[src/rtl/plc_pkg.sv]
// Shared types, constants and reset values for the correction lookup.
package plc_pkg;

  localparam int FREQ_W      = 24;
  localparam int CORR_W      = 16;
  localparam int IDX_W       = 3;
  localparam int COUNT_W     = 4;
  localparam int FRAC_W      = 17;
  localparam int ACC_W       = 33;
  localparam int QUEUE_DEPTH = 2;

  localparam logic REQ_WRITE = 1'b0;
  localparam logic REQ_QUERY = 1'b1;

  localparam logic [CORR_W-1:0]  UNITY_CORR  = 16'd4096;
  localparam logic [FREQ_W-1:0]  TAIL_FREQ   = 24'd600000;
  localparam logic [FRAC_W-1:0]  FRAC_ONE    = 17'd65536;
  localparam logic [ACC_W-1:0]   ROUND_HALF  = 33'd32768;
  localparam logic [COUNT_W-1:0] COUNT_RESET = 4'd8;

  localparam logic [FREQ_W-1:0] RESET_FREQ [8] = '{
    24'd10000, 24'd50000, 24'd100000, 24'd200000,
    24'd300000, 24'd400000, 24'd500000, 24'd600000
  };

  typedef enum logic [1:0] {
    OP_WRITE,
    OP_SKIP,
    OP_QUERY
  } plc_op_t;

  typedef enum logic [2:0] {
    BK_IDLE,
    BK_SEARCH,
    BK_SETUP,
    BK_DIVIDE,
    BK_MUL_LO,
    BK_MUL_HI,
    BK_ROUND
  } plc_bk_state_t;

  typedef struct packed {
    logic              req_type;
    logic [IDX_W-1:0]  point_index;
    logic [FREQ_W-1:0] point_frequency;
    logic [CORR_W-1:0] point_correction;
    logic [FREQ_W-1:0] query_frequency;
  } plc_in_t;

  typedef struct packed {
    logic [CORR_W-1:0] correction;
    logic              is_answer;
  } plc_out_t;

  typedef struct packed {
    plc_op_t           op;
    logic [IDX_W-1:0]  index;
    logic [FREQ_W-1:0] freq;
    logic [CORR_W-1:0] corr;
  } plc_item_t;

  function automatic logic [FREQ_W-1:0] reset_freq(input int i);
    logic [FREQ_W-1:0] f;
    if (i < 8) begin
      f = RESET_FREQ[i[2:0]];
    end else begin
      f = TAIL_FREQ;
    end
    return f;
  endfunction

endpackage

[src/rtl/plc_front.sv]
// Input stage: accepts requests, classifies them and hands them to the queue.
module plc_front import plc_pkg::*; #(
  parameter int MAX_POINTS = 8
) (
  input  logic      clk,
  input  logic      rst_n,
  input  logic      in_valid,
  output logic      in_stall,
  input  plc_in_t   in_data,
  output logic      push,
  output plc_item_t push_item,
  input  logic      q_full
);

  logic      front_v_r, front_v_nxt;
  plc_item_t front_r;
  plc_item_t classified;
  logic      accept;

  assign in_stall  = front_v_r && q_full;
  assign accept    = in_valid && !in_stall;
  assign push      = front_v_r && !q_full;
  assign push_item = front_r;

  always_comb begin
    classified.index = in_data.point_index;
    classified.corr  = in_data.point_correction;
    if (in_data.req_type == REQ_QUERY) begin
      classified.op   = OP_QUERY;
      classified.freq = in_data.query_frequency;
    end else begin
      classified.freq = in_data.point_frequency;
      if (32'(in_data.point_index) < MAX_POINTS) begin
        classified.op = OP_WRITE;
      end else begin
        classified.op = OP_SKIP;
      end
    end
  end

  assign front_v_nxt = accept || (front_v_r && !push);

  always_ff @(posedge clk) begin
    if (!rst_n) begin
      front_v_r <= 1'b0;
    end else begin
      front_v_r <= front_v_nxt;
    end
  end

  always_ff @(posedge clk) begin
    if (accept) begin
      front_r <= classified;
    end
  end

endmodule

[src/rtl/plc_queue.sv]
// Short queue between the input stage and the execution engine.
module plc_queue import plc_pkg::*; (
  input  logic      clk,
  input  logic      rst_n,
  input  logic      push,
  input  plc_item_t push_item,
  output logic      full,
  output logic      q_valid,
  output plc_item_t q_item,
  input  logic      pop
);

  localparam int PW = (QUEUE_DEPTH > 1) ? $clog2(QUEUE_DEPTH) : 1;
  localparam int CW = $clog2(QUEUE_DEPTH + 1);

  plc_item_t       mem_r [QUEUE_DEPTH];
  logic [PW-1:0]   wr_ptr_r, wr_ptr_nxt;
  logic [PW-1:0]   rd_ptr_r, rd_ptr_nxt;
  logic [CW-1:0]   cnt_r, cnt_nxt;

  assign full    = (cnt_r == CW'(QUEUE_DEPTH));
  assign q_valid = (cnt_r != '0);
  assign q_item  = mem_r[rd_ptr_r];

  always_comb begin
    wr_ptr_nxt = wr_ptr_r;
    rd_ptr_nxt = rd_ptr_r;
    cnt_nxt    = cnt_r;
    if (push) begin
      wr_ptr_nxt = (wr_ptr_r == PW'(QUEUE_DEPTH - 1)) ? '0 : wr_ptr_r + 1'b1;
    end
    if (pop) begin
      rd_ptr_nxt = (rd_ptr_r == PW'(QUEUE_DEPTH - 1)) ? '0 : rd_ptr_r + 1'b1;
    end
    if (push && !pop) begin
      cnt_nxt = cnt_r + 1'b1;
    end else if (pop && !push) begin
      cnt_nxt = cnt_r - 1'b1;
    end
  end

  always_ff @(posedge clk) begin
    if (!rst_n) begin
      wr_ptr_r <= '0;
      rd_ptr_r <= '0;
      cnt_r    <= '0;
    end else begin
      wr_ptr_r <= wr_ptr_nxt;
      rd_ptr_r <= rd_ptr_nxt;
      cnt_r    <= cnt_nxt;
    end
  end

  always_ff @(posedge clk) begin
    if (push) begin
      mem_r[wr_ptr_r] <= push_item;
    end
  end

endmodule

[src/rtl/plc_back.sv]
// Execution engine: point table, segment search, divider, blend and result register.
module plc_back import plc_pkg::*; #(
  parameter int MAX_POINTS = 8
) (
  input  logic               clk,
  input  logic               rst_n,
  input  logic               q_valid,
  input  plc_item_t          q_item,
  output logic               q_pop,
  input  logic               cfg_we,
  input  logic [COUNT_W-1:0] cfg_count,
  output logic               out_valid,
  input  logic               out_stall,
  output plc_out_t           out_data
);

  localparam int IW     = $clog2(MAX_POINTS);
  localparam int NW     = IW + 1;
  localparam int STEP_W = $clog2(FRAC_W);

  logic [FREQ_W-1:0]  tbl_freq_r [MAX_POINTS];
  logic [CORR_W-1:0]  tbl_corr_r [MAX_POINTS];
  logic [COUNT_W-1:0] count_r;

  plc_bk_state_t state_r, state_nxt;

  logic [IW-1:0]     idx_r;
  logic [FREQ_W-1:0] qf_r;
  logic [FREQ_W-1:0] prev_f_r;
  logic [CORR_W-1:0] prev_c_r;
  logic [FREQ_W-1:0] f1_r;
  logic [CORR_W-1:0] c1_r;
  logic [FREQ_W-1:0] dvs_r;
  logic [FREQ_W-1:0] rem_r;
  logic [FRAC_W-1:0] quo_r;
  logic [STEP_W-1:0] step_r;
  logic [ACC_W-1:0]  acc_r;

  logic              out_valid_r, out_valid_nxt;
  plc_out_t          out_data_r;

  logic [NW-1:0]     n_used;
  logic [FREQ_W-1:0] e_freq;
  logic [CORR_W-1:0] e_corr;
  logic              hit, last, is_first, out_free;
  logic              tbl_we, res_load, res_answer;
  logic [CORR_W-1:0] res_corr;
  logic [IW-1:0]     wr_addr;

  logic [FREQ_W-1:0]         q_off, seg_d;
  logic [FREQ_W+FRAC_W-1:0]  num;
  logic [FREQ_W:0]           trial, diff;
  logic                      ge;
  logic [FREQ_W-1:0]         rem_nxt;
  logic [FRAC_W-1:0]         quo_nxt;
  logic [FRAC_W-1:0]         w0;
  logic [ACC_W-1:0]          prod_lo, prod_hi, rounded;

  always_comb begin
    if (32'(count_r) > MAX_POINTS) begin
      n_used = NW'(MAX_POINTS);
    end else begin
      n_used = NW'(count_r);
    end
  end

  assign e_freq   = tbl_freq_r[idx_r];
  assign e_corr   = tbl_corr_r[idx_r];
  assign hit      = (qf_r <= e_freq);
  assign last     = (NW'(idx_r) == n_used - NW'(1));
  assign is_first = (idx_r == '0);
  assign out_free = !out_valid_r || !out_stall;
  assign wr_addr  = IW'(q_item.index);

  assign q_off = qf_r - prev_f_r;
  assign seg_d = f1_r - prev_f_r;
  assign num   = {q_off, 16'b0} + (FREQ_W+FRAC_W)'(seg_d >> 1);

  assign trial   = {rem_r, quo_r[FRAC_W-1]};
  assign diff    = trial - {1'b0, dvs_r};
  assign ge      = (trial >= {1'b0, dvs_r});
  assign rem_nxt = ge ? diff[FREQ_W-1:0] : trial[FREQ_W-1:0];
  assign quo_nxt = {quo_r[FRAC_W-2:0], ge};

  assign w0      = FRAC_ONE - quo_r;
  assign prod_lo = ACC_W'(prev_c_r) * ACC_W'(w0);
  assign prod_hi = ACC_W'(c1_r) * ACC_W'(quo_r);
  assign rounded = acc_r + ROUND_HALF;

  always_comb begin
    state_nxt = state_r;
    unique case (state_r)
      BK_IDLE: begin
        if (q_pop && q_item.op == OP_QUERY && n_used != '0) begin
          state_nxt = BK_SEARCH;
        end
      end
      BK_SEARCH: begin
        if (hit) begin
          state_nxt = is_first ? BK_IDLE : BK_SETUP;
        end else if (last) begin
          state_nxt = BK_IDLE;
        end
      end
      BK_SETUP:  state_nxt = BK_DIVIDE;
      BK_DIVIDE: begin
        if (step_r == STEP_W'(FRAC_W - 1)) begin
          state_nxt = BK_MUL_LO;
        end
      end
      BK_MUL_LO: state_nxt = BK_MUL_HI;
      BK_MUL_HI: state_nxt = BK_ROUND;
      BK_ROUND:  state_nxt = BK_IDLE;
      default:   state_nxt = BK_IDLE;
    endcase
  end

  always_comb begin
    q_pop      = 1'b0;
    tbl_we     = 1'b0;
    res_load   = 1'b0;
    res_corr   = '0;
    res_answer = 1'b0;
    unique case (state_r)
      BK_IDLE: begin
        if (q_valid && out_free) begin
          q_pop = 1'b1;
          unique case (q_item.op)
            OP_WRITE: begin
              tbl_we   = 1'b1;
              res_load = 1'b1;
            end
            OP_SKIP: res_load = 1'b1;
            OP_QUERY: begin
              if (n_used == '0) begin
                res_load   = 1'b1;
                res_corr   = UNITY_CORR;
                res_answer = 1'b1;
              end
            end
            default: ;
          endcase
        end
      end
      BK_SEARCH: begin
        if ((hit && is_first) || (!hit && last)) begin
          res_load   = 1'b1;
          res_corr   = e_corr;
          res_answer = 1'b1;
        end
      end
      BK_ROUND: begin
        res_load   = 1'b1;
        res_corr   = rounded[CORR_W+15:16];
        res_answer = 1'b1;
      end
      default: ;
    endcase
  end

  assign out_valid_nxt = res_load || (out_valid_r && out_stall);

  always_ff @(posedge clk) begin
    if (!rst_n) begin
      state_r     <= BK_IDLE;
      out_valid_r <= 1'b0;
      count_r     <= COUNT_RESET;
    end else begin
      state_r     <= state_nxt;
      out_valid_r <= out_valid_nxt;
      if (cfg_we) begin
        count_r <= cfg_count;
      end
    end
  end

  always_ff @(posedge clk) begin
    if (!rst_n) begin
      for (int i = 0; i < MAX_POINTS; i++) begin
        tbl_freq_r[i] <= reset_freq(i);
        tbl_corr_r[i] <= UNITY_CORR;
      end
    end else if (tbl_we) begin
      tbl_freq_r[wr_addr] <= q_item.freq;
      tbl_corr_r[wr_addr] <= q_item.corr;
    end
  end

  always_ff @(posedge clk) begin
    if (res_load) begin
      out_data_r.correction <= res_corr;
      out_data_r.is_answer  <= res_answer;
    end
    unique case (state_r)
      BK_IDLE: begin
        if (q_pop) begin
          qf_r  <= q_item.freq;
          idx_r <= '0;
        end
      end
      BK_SEARCH: begin
        if (hit) begin
          f1_r <= e_freq;
          c1_r <= e_corr;
        end else if (!last) begin
          prev_f_r <= e_freq;
          prev_c_r <= e_corr;
          idx_r    <= idx_r + 1'b1;
        end
      end
      BK_SETUP: begin
        dvs_r  <= seg_d;
        rem_r  <= num[FREQ_W+FRAC_W-1:FRAC_W];
        quo_r  <= num[FRAC_W-1:0];
        step_r <= '0;
      end
      BK_DIVIDE: begin
        rem_r  <= rem_nxt;
        quo_r  <= quo_nxt;
        step_r <= step_r + 1'b1;
      end
      BK_MUL_LO: acc_r <= prod_lo;
      BK_MUL_HI: acc_r <= acc_r + prod_hi;
      default: ;
    endcase
  end

  assign out_valid = out_valid_r;
  assign out_data  = out_data_r;

endmodule

[src/rtl/piecewise_linear_correction_lookup.sv]
// Top level of the piecewise-linear gain correction lookup.
//
//  channel | direction | handshake         | payload
//  in_     | input     | in_valid/in_stall | plc_in_t  (write point or query)
//  out_    | output    | out_valid/out_stall | plc_out_t (answer or write ack)
//  cfg_    | input     | cfg_valid/cfg_ready | point_count, 4 bits
//
// Items execute one at a time in the back end. A query with no points in use is
// answered straight from the idle state; otherwise one table entry is scanned per
// cycle, and a hit past the first entry goes on to a setup step, a restoring divide
// of 17 quotient bits and the blend steps BK_MUL_LO, BK_MUL_HI and BK_ROUND.
// The front register and a 2-entry queue keep accepting while the back end works.
// Synchronous reset restores the default table and a point count of 8.
// The result register holds under out_stall; the back end starts an item only
// when that register is free.
module piecewise_linear_correction_lookup import plc_pkg::*; #(
  parameter int MAX_POINTS = 8
) (
  input  logic               clk,
  input  logic               rst_n,
  input  logic               in_valid,
  output logic               in_stall,
  input  plc_in_t            in_data,
  output logic               out_valid,
  input  logic               out_stall,
  output plc_out_t           out_data,
  input  logic               cfg_valid,
  output logic               cfg_ready,
  input  logic [COUNT_W-1:0] cfg_data
);

  logic      push, q_full, q_valid, q_pop;
  plc_item_t push_item, q_item;

  assign cfg_ready = 1'b1;

  plc_front #(
    .MAX_POINTS(MAX_POINTS)
  ) u_front (
    .clk       (clk),
    .rst_n     (rst_n),
    .in_valid  (in_valid),
    .in_stall  (in_stall),
    .in_data   (in_data),
    .push      (push),
    .push_item (push_item),
    .q_full    (q_full)
  );

  plc_queue u_queue (
    .clk       (clk),
    .rst_n     (rst_n),
    .push      (push),
    .push_item (push_item),
    .full      (q_full),
    .q_valid   (q_valid),
    .q_item    (q_item),
    .pop       (q_pop)
  );

  plc_back #(
    .MAX_POINTS(MAX_POINTS)
  ) u_back (
    .clk       (clk),
    .rst_n     (rst_n),
    .q_valid   (q_valid),
    .q_item    (q_item),
    .q_pop     (q_pop),
    .cfg_we    (cfg_valid && cfg_ready),
    .cfg_count (cfg_data),
    .out_valid (out_valid),
    .out_stall (out_stall),
    .out_data  (out_data)
  );

endmodule

[config.mk]
export PLATFORM = sky130hd
export DESIGN_NAME = piecewise_linear_correction_lookup
export DESIGN_NICKNAME = d
export VERILOG_FILES = /design/src/rtl/plc_pkg.sv /design/src/rtl/plc_front.sv /design/src/rtl/plc_queue.sv /design/src/rtl/plc_back.sv /design/src/rtl/piecewise_linear_correction_lookup.sv
export SDC_FILE = /design/constraint.sdc
export NUM_CORES = 2
export LEC_CHECK = 0
export ABC_AREA = 1
export BUFFER_PORTS_ARGS = -buffer_cell sky130_fd_sc_hd__buf_2
export CAP_MARGIN = 20
export CELL_PAD_IN_SITES_DETAIL_PLACEMENT = 1
export CELL_PAD_IN_SITES_GLOBAL_PLACEMENT = 2
export CORE_ASPECT_RATIO = 0.6
export CORE_MARGIN = 4
export CORE_UTILIZATION = 45
export DETAILED_ROUTE_END_ITERATION = 8
export PLACE_DENSITY = 0.87
export SLEW_MARGIN = 20
export SYNTH_ARGS = -nofsm -noshare
export SYNTH_HDL_FRONTEND = slang
export SYNTH_SLANG_ARGS = --single-unit
[constraint.sdc]
create_clock -name clk -period 15 [get_ports clk]
set_clock_uncertainty 0.15 [all_clocks]
set_input_delay 0 -clock clk [delete_from_list [all_inputs] [get_ports clk]]
set_output_delay 0 -clock clk [all_outputs]
set_load 0.1 [all_outputs]
* Word level (Yosys, flattened, before mapping)
Memories as Yosys holds them, arrays and structs flattened. A register that Yosys moved wholly into a read port is not among the register bits.
Index checks and enable logic that the tools add are counted.
** Operators by class
- $add $sub $neg :: 14
- $mul :: 2
- $lt $le $gt $ge :: 3
- Equality and inequality tests :: 17
- Multiplexer cells :: 64
- Bitwise gates (word level) :: 2
- Reduce and logical (&&, ||, !) cells :: 41
** Operators by type and width (count)
- $mux W24 :: 11
- $sub A24 B24 Y24 :: 3
- $mul A16 B17 Y33 :: 2
- $pmux W33 S2 :: 1
- $mux W16 :: 4
- $pmux W16 S3 :: 1
- $pmux W24 S2 :: 1
- $add A40 B23 Y41 :: 1
- $pmux W17 S2 :: 1
- $add A33 B33 Y33 :: 1
- $mux W3 :: 11
- $add A32 B16 Y32 const B :: 1
- $ge A25 B24 Y1 :: 1
- $le A24 B24 Y1 :: 1
- $reduce_or A24 Y1 :: 1
- $mux W1 :: 22
- $pmux W3 S6 :: 1
- $sub A17 B17 Y17 const A :: 1
- $reduce_or A16 Y1 :: 1
- $mux W13 :: 1
- $logic_and A1 B1 Y1 :: 12
- $pmux W5 S2 :: 1
- $reduce_bool A2 Y1 :: 5
- $eq A3 B3 Y1 const B :: 3
- 32 further kinds :: 55
** Storage, ports and cells
- Register bits after elaboration :: 285
- Bits in writable memories :: 410
- Bits of input ports :: 77
- Memories :: 3
** Memories
- u_back.tbl_freq_r :: words 8, bits a word 24, read ports 1, clocked after Yosys merged registers in 1, write ports 8, RTL line plc_back.sv:21 : logic [FREQ_W-1:0] tbl_freq_r [MAX_POINTS];
- u_back.tbl_corr_r :: words 8, bits a word 16, read ports 1, clocked after Yosys merged registers in 1, write ports 8, RTL line plc_back.sv:22 : logic [CORR_W-1:0] tbl_corr_r [MAX_POINTS];
- u_queue.mem_r :: words 2, bits a word 45, read ports 1, clocked after Yosys merged registers in 1, write ports 1, RTL line plc_queue.sv:16 : plc_item_t mem_r [QUEUE_DEPTH];

* Logic depth before layout (Yosys ltp)
- Word-level depth :: 10
- Mapped depth :: 35
- Depth with buffers taken out :: 34

* By module
Synthesis repeated with hierarchy kept, for this count alone.
** Unflattened totals
- Cells, all modules :: 5881
- Area, all modules :: 53105.9 sq um
** Modules (own cells, without submodules)
- plc_back :: instances 1, cells each 5572, area an instance 47667.0 sq um
- plc_queue :: instances 1, cells each 175, area an instance 3678.5 sq um
- plc_front :: instances 1, cells each 132, area an instance 1749.2 sq um
- piecewise_linear_correction_lookup :: instances 1, cells each 2, area an instance 11.3 sq um

* Worst setup path after synthesis
Ideal clock, no wire load.
- Kind :: register to register
- Start :: register u_back.quo_r[2]
- End :: register u_back.acc_r[27], data pin
- Setup time :: 263 ps
- Arrival time :: 6246 ps
- Setup slack :: 8341 ps
- Stages on the path, launching flop included :: 35
- Path buffers :: 2
- Clock period less this slack :: 6659 ps
- Cells stage by stage :: edfxtp_1 buf_6 nor3_4 nand4_2 nor2_2 nand3_2 nor2_2 nand2_2 o21ai_0 nand2_1 inv_1 buf_2 nand2_1 fa_1 fa_1 fa_1 inv_1 fa_1 fa_1 inv_1 fa_1 inv_1 ha_1 nand2_1 inv_1 nand3_1 nor3_1 nand4_1 nand3_1 a21o_1 nand2_1 nand2_1 nand2_1 nand2_1 o21ai_0
** Between the ends
- Longest elaborated chain between the ends :: 3
** Ends and longest elaborated chain
- from (decl) :: RTL line plc_back.sv:35 : logic [FRAC_W-1:0] quo_r;
- from (signal assigned) :: RTL line plc_back.sv:214 : quo_r <= num[FRAC_W-1:0];
- from (signal assigned) :: RTL line plc_back.sv:219 : quo_r <= quo_nxt;
- $mul A16 B17 Y33 or $sub A17 B17 Y17 (tied branches) :: RTL line plc_back.sv:87, plc_back.sv:85
- $add A33 B33 Y33 or $mul A16 B17 Y33 (tied branches) :: RTL line plc_back.sv:223, plc_back.sv:86
- $pmux W33 S2 * :: RTL line plc_back.sv:194 : unique case (state_r)
- to (signal assigned) :: RTL line plc_back.sv:222 : BK_MUL_LO: acc_r <= prod_lo;
- to (signal assigned) :: RTL line plc_back.sv:223 : BK_MUL_HI: acc_r <= acc_r + prod_hi;
- to (decl) :: RTL line plc_back.sv:37 : logic [ACC_W-1:0] acc_r;
Mark *: on every way between the ends. The rest lies on a longest branch, timed or not.
A chain may end at the register's enable or synchronous reset.

* Final worst setup path
- Start :: register u_back.quo_r[1]
- End :: register u_back.acc_r[27], data pin
Same word-level chain as after synthesis.

==> flow_summary.toml <==
[status]
status = "finished, final reports clean"

[routing]
postRouteAntennaNets = 0
drtIter0Drc = 4015
drt-total-wl_mm = 185
dr.pass1.iters = 5
detail_route.wl_per_cell_um = 24.5
avgViaCountPerCell = 5.56
drc_errors = 0
vias = 42050

[placed_design]
portBuffers = 95
place.gp.congestion = 0.921
place_hpwl_mm = 135
dp.cells = 7277
post-place-ws_ns = 6.66

[setup_path]
worstSetupEndpointType = "register"
cp.required_ns = 15.26
path_max_fanout = 18
path_buf_inv = 6
cpLargestDelayFamily = "adder cells"
cp-start-kind = "register"
cp.arrival_ns = 8.80
critPathSlowestCell = "edfxtp_1"
max_stage_delay_ns = 0.87
crit_top_cell = "nand2_1"
path_class = "reg -> reg"

[synthesis]
ys_seq_area_share_pct = 39.3
yosys.cell_types.count = 61
synth_area_um2 = 52700
postSynthCellCount = 5811
synth_area_per_cell_um2 = 9.06
yosys_most_used_dff = "edfxtp_1"
synth-async-reset-ratio_pct = 0
yosysWarnings = 0
ys_seq_elements = 695
synth_edf_count = 678
synthesis.nets = 6644

[cts]
clk_latency_ns = 0.70
clock_sinks = 695
clk_path_buf_depth = 3
cts_hold_buf = 149
cts_resized = 0
cts_max_level = 3
cts.clk_slew.worst_paths_ns = 0.08
post_cts_buffers = 0
cts_tree = "built"
cts_buffers = 73
cts_root_buf = "clkbuf_16"

[die]
io_pins = 97
coreArea_um2 = 115000
start_util_pct = 45.7
die_width_um = 450
die_area_um2 = 123000
rows = 96
dieHeight_um = 273

[finish]
fin_cells = 7566
final_cell_mix = "nand2_1, inv_1, nor2_1"
nNetsFinal = 6815
drive_above_1_share_pct = 6.64
layout_commonest_cell = "nand2_1"
syn2layout_area_growth_pct = 11.5

[flow_run]
cap_violations = 0

[timing]
finalMaxSlewViolations = 0
rsz0062_at_grt = "false"
clock.fmax_mhz = 117
finalHoldViolCount = 0
period_share_pct = 57.0
worst_slew_pin_slew_ns = 1.19
final.min_clock_period_ns = 8.55
setup_violations = 0
fin_ws_ns = 6.45
fin_setup_tns_ns = 0
whs_ns = 0.132
max_slew_margin_pct = 20.5

[global_route]
overflow = 0
first_global_vias = 44505
antenna_found_initial = 13
grt_max_degree = 73
grt_usage_pct = 30.3
grt_pass1_wl_mm = 280

[worst_hold_path]
hp-class = "in -> reg"
-- final timing paths --
path / from / cells past startpoint / slack (ns) / end
hold reg to reg: u_front.push_item[23] / 0 / 0.30 / u_queue.mem_r[0][23]
setup reg to reg: u_back.quo_r[1] / 31 / 6.45 / u_back.acc_r[27]
setup / recovery: u_back.quo_r[1] / 31 / 6.45 / u_back.acc_r[27]
hold / removal: in_data[12] / 3 / 0.13 / u_front.push_item[28]
-- cells by family after synthesis --
logic type | count (synthesis) | share of synthesized area [%]
simple gates | 2150 | 16.7
other cells | 1 | 0.00712
mux | 40 | 0.817
flops | 695 | 39.3
fa+ha+maj | 756 | 24.4
compound gates | 747 | 7.76
xor+xnor | 81 | 1.35
buf+inv | 1341 | 9.71
-- metal layers --
metal / global-route usage (%) / share of wire [%] / up-vias
li1: - / - / 18793
met1: 45.2 / 46 / 21425
met2: 43.7 / 41 / 1578
met3: 8.35 / 10 / 240
met4: 7.20 / 2.3 / 14
met5: 0.742 / 0.11 / -
-- through the flow --
stage	util [%]	cell area, µm²
2_1_floorplan	-	52700
3_3_place_gp	47.5	54700
3_5_place_dp	47.5	54800
4_1_cts	50.9	58700
5_1_grt	51.0	58700
6_report	51.0	58700
-- Yosys cell counts (all sizes together) (2+ instances only) --
library cell / n / area (µm²)
a21o: 18 / 135
o22ai: 68 / 425
nor3: 34 / 203
nand3b: 7 / 52.6
dfxtp: 17 / 340
o21a: 4 / 30.0
nor2: 771 / 3100
and3: 2 / 12.5
o31ai: 7 / 52.6
a31oi: 25 / 156
o21bai: 20 / 150
a21oi: 192 / 965
a21boi: 6 / 45.0
o21ai: 381 / 1920
edfxtp: 678 / 20400
nor4: 8 / 50.1
o211ai: 12 / 90.1
nand3: 145 / 756
mux2i: 16 / 160
clkinv: 10 / 37.5
a221oi: 6 / 52.6
mux2: 24 / 270
nand2: 1122 / 4240
xor2: 49 / 429
inv: 1116 / 4190
clkbuf: 156 / 587
a31o: 2 / 17.5
or2: 15 / 93.8
xnor2: 32 / 280
nand4: 42 / 269
ha: 307 / 3840
buf: 59 / 298
fa: 449 / 8990
and2: 3 / 18.8
-- worst min-delay path: stages --
cell	delay [ns]
buf_2	0.09
mux2_2	0.17
dlygate4sd3_1	0.59
-- area by class of cell --
class / count / area [µm²]
fillers: 13175 / 56500
diodes: 7 / 17.5
well taps: 1519 / 1900
repair buffers: 311 / 2470
clock inverters: 38 / 483
clock buffers: 95 / 1920
flip-flops and latches: 695 / 20700
inverters: 1126 / 4240
multi-input cells: 3775 / 27000
-- state kept, by name, summed over array words and instances, names as in the netlist, 2 cells and up, named ones only --
name / count
u_queue.mem_r: 88
u_back.f1_r: 24
u_back.tbl_corr_r: 128
u_back.qf_r: 24
u_back.prev_c_r: 16
u_back.state_r: 3
u_back.acc_r: 32
u_back.c1_r: 16
u_back.dvs_r: 24
u_back.tbl_freq_r: 192
u_back.out_data: 17
u_back.step_r: 5
u_back.prev_f_r: 24
u_queue.cnt_r: 2
u_front.push_item: 44
u_back.quo_r: 17
u_back.idx_r: 3
u_back.count_r: 4
u_back.rem_r: 24
Power is not shown: default switching activity piles up to over one toggle a cycle in this logic, so the estimate is an artifact.
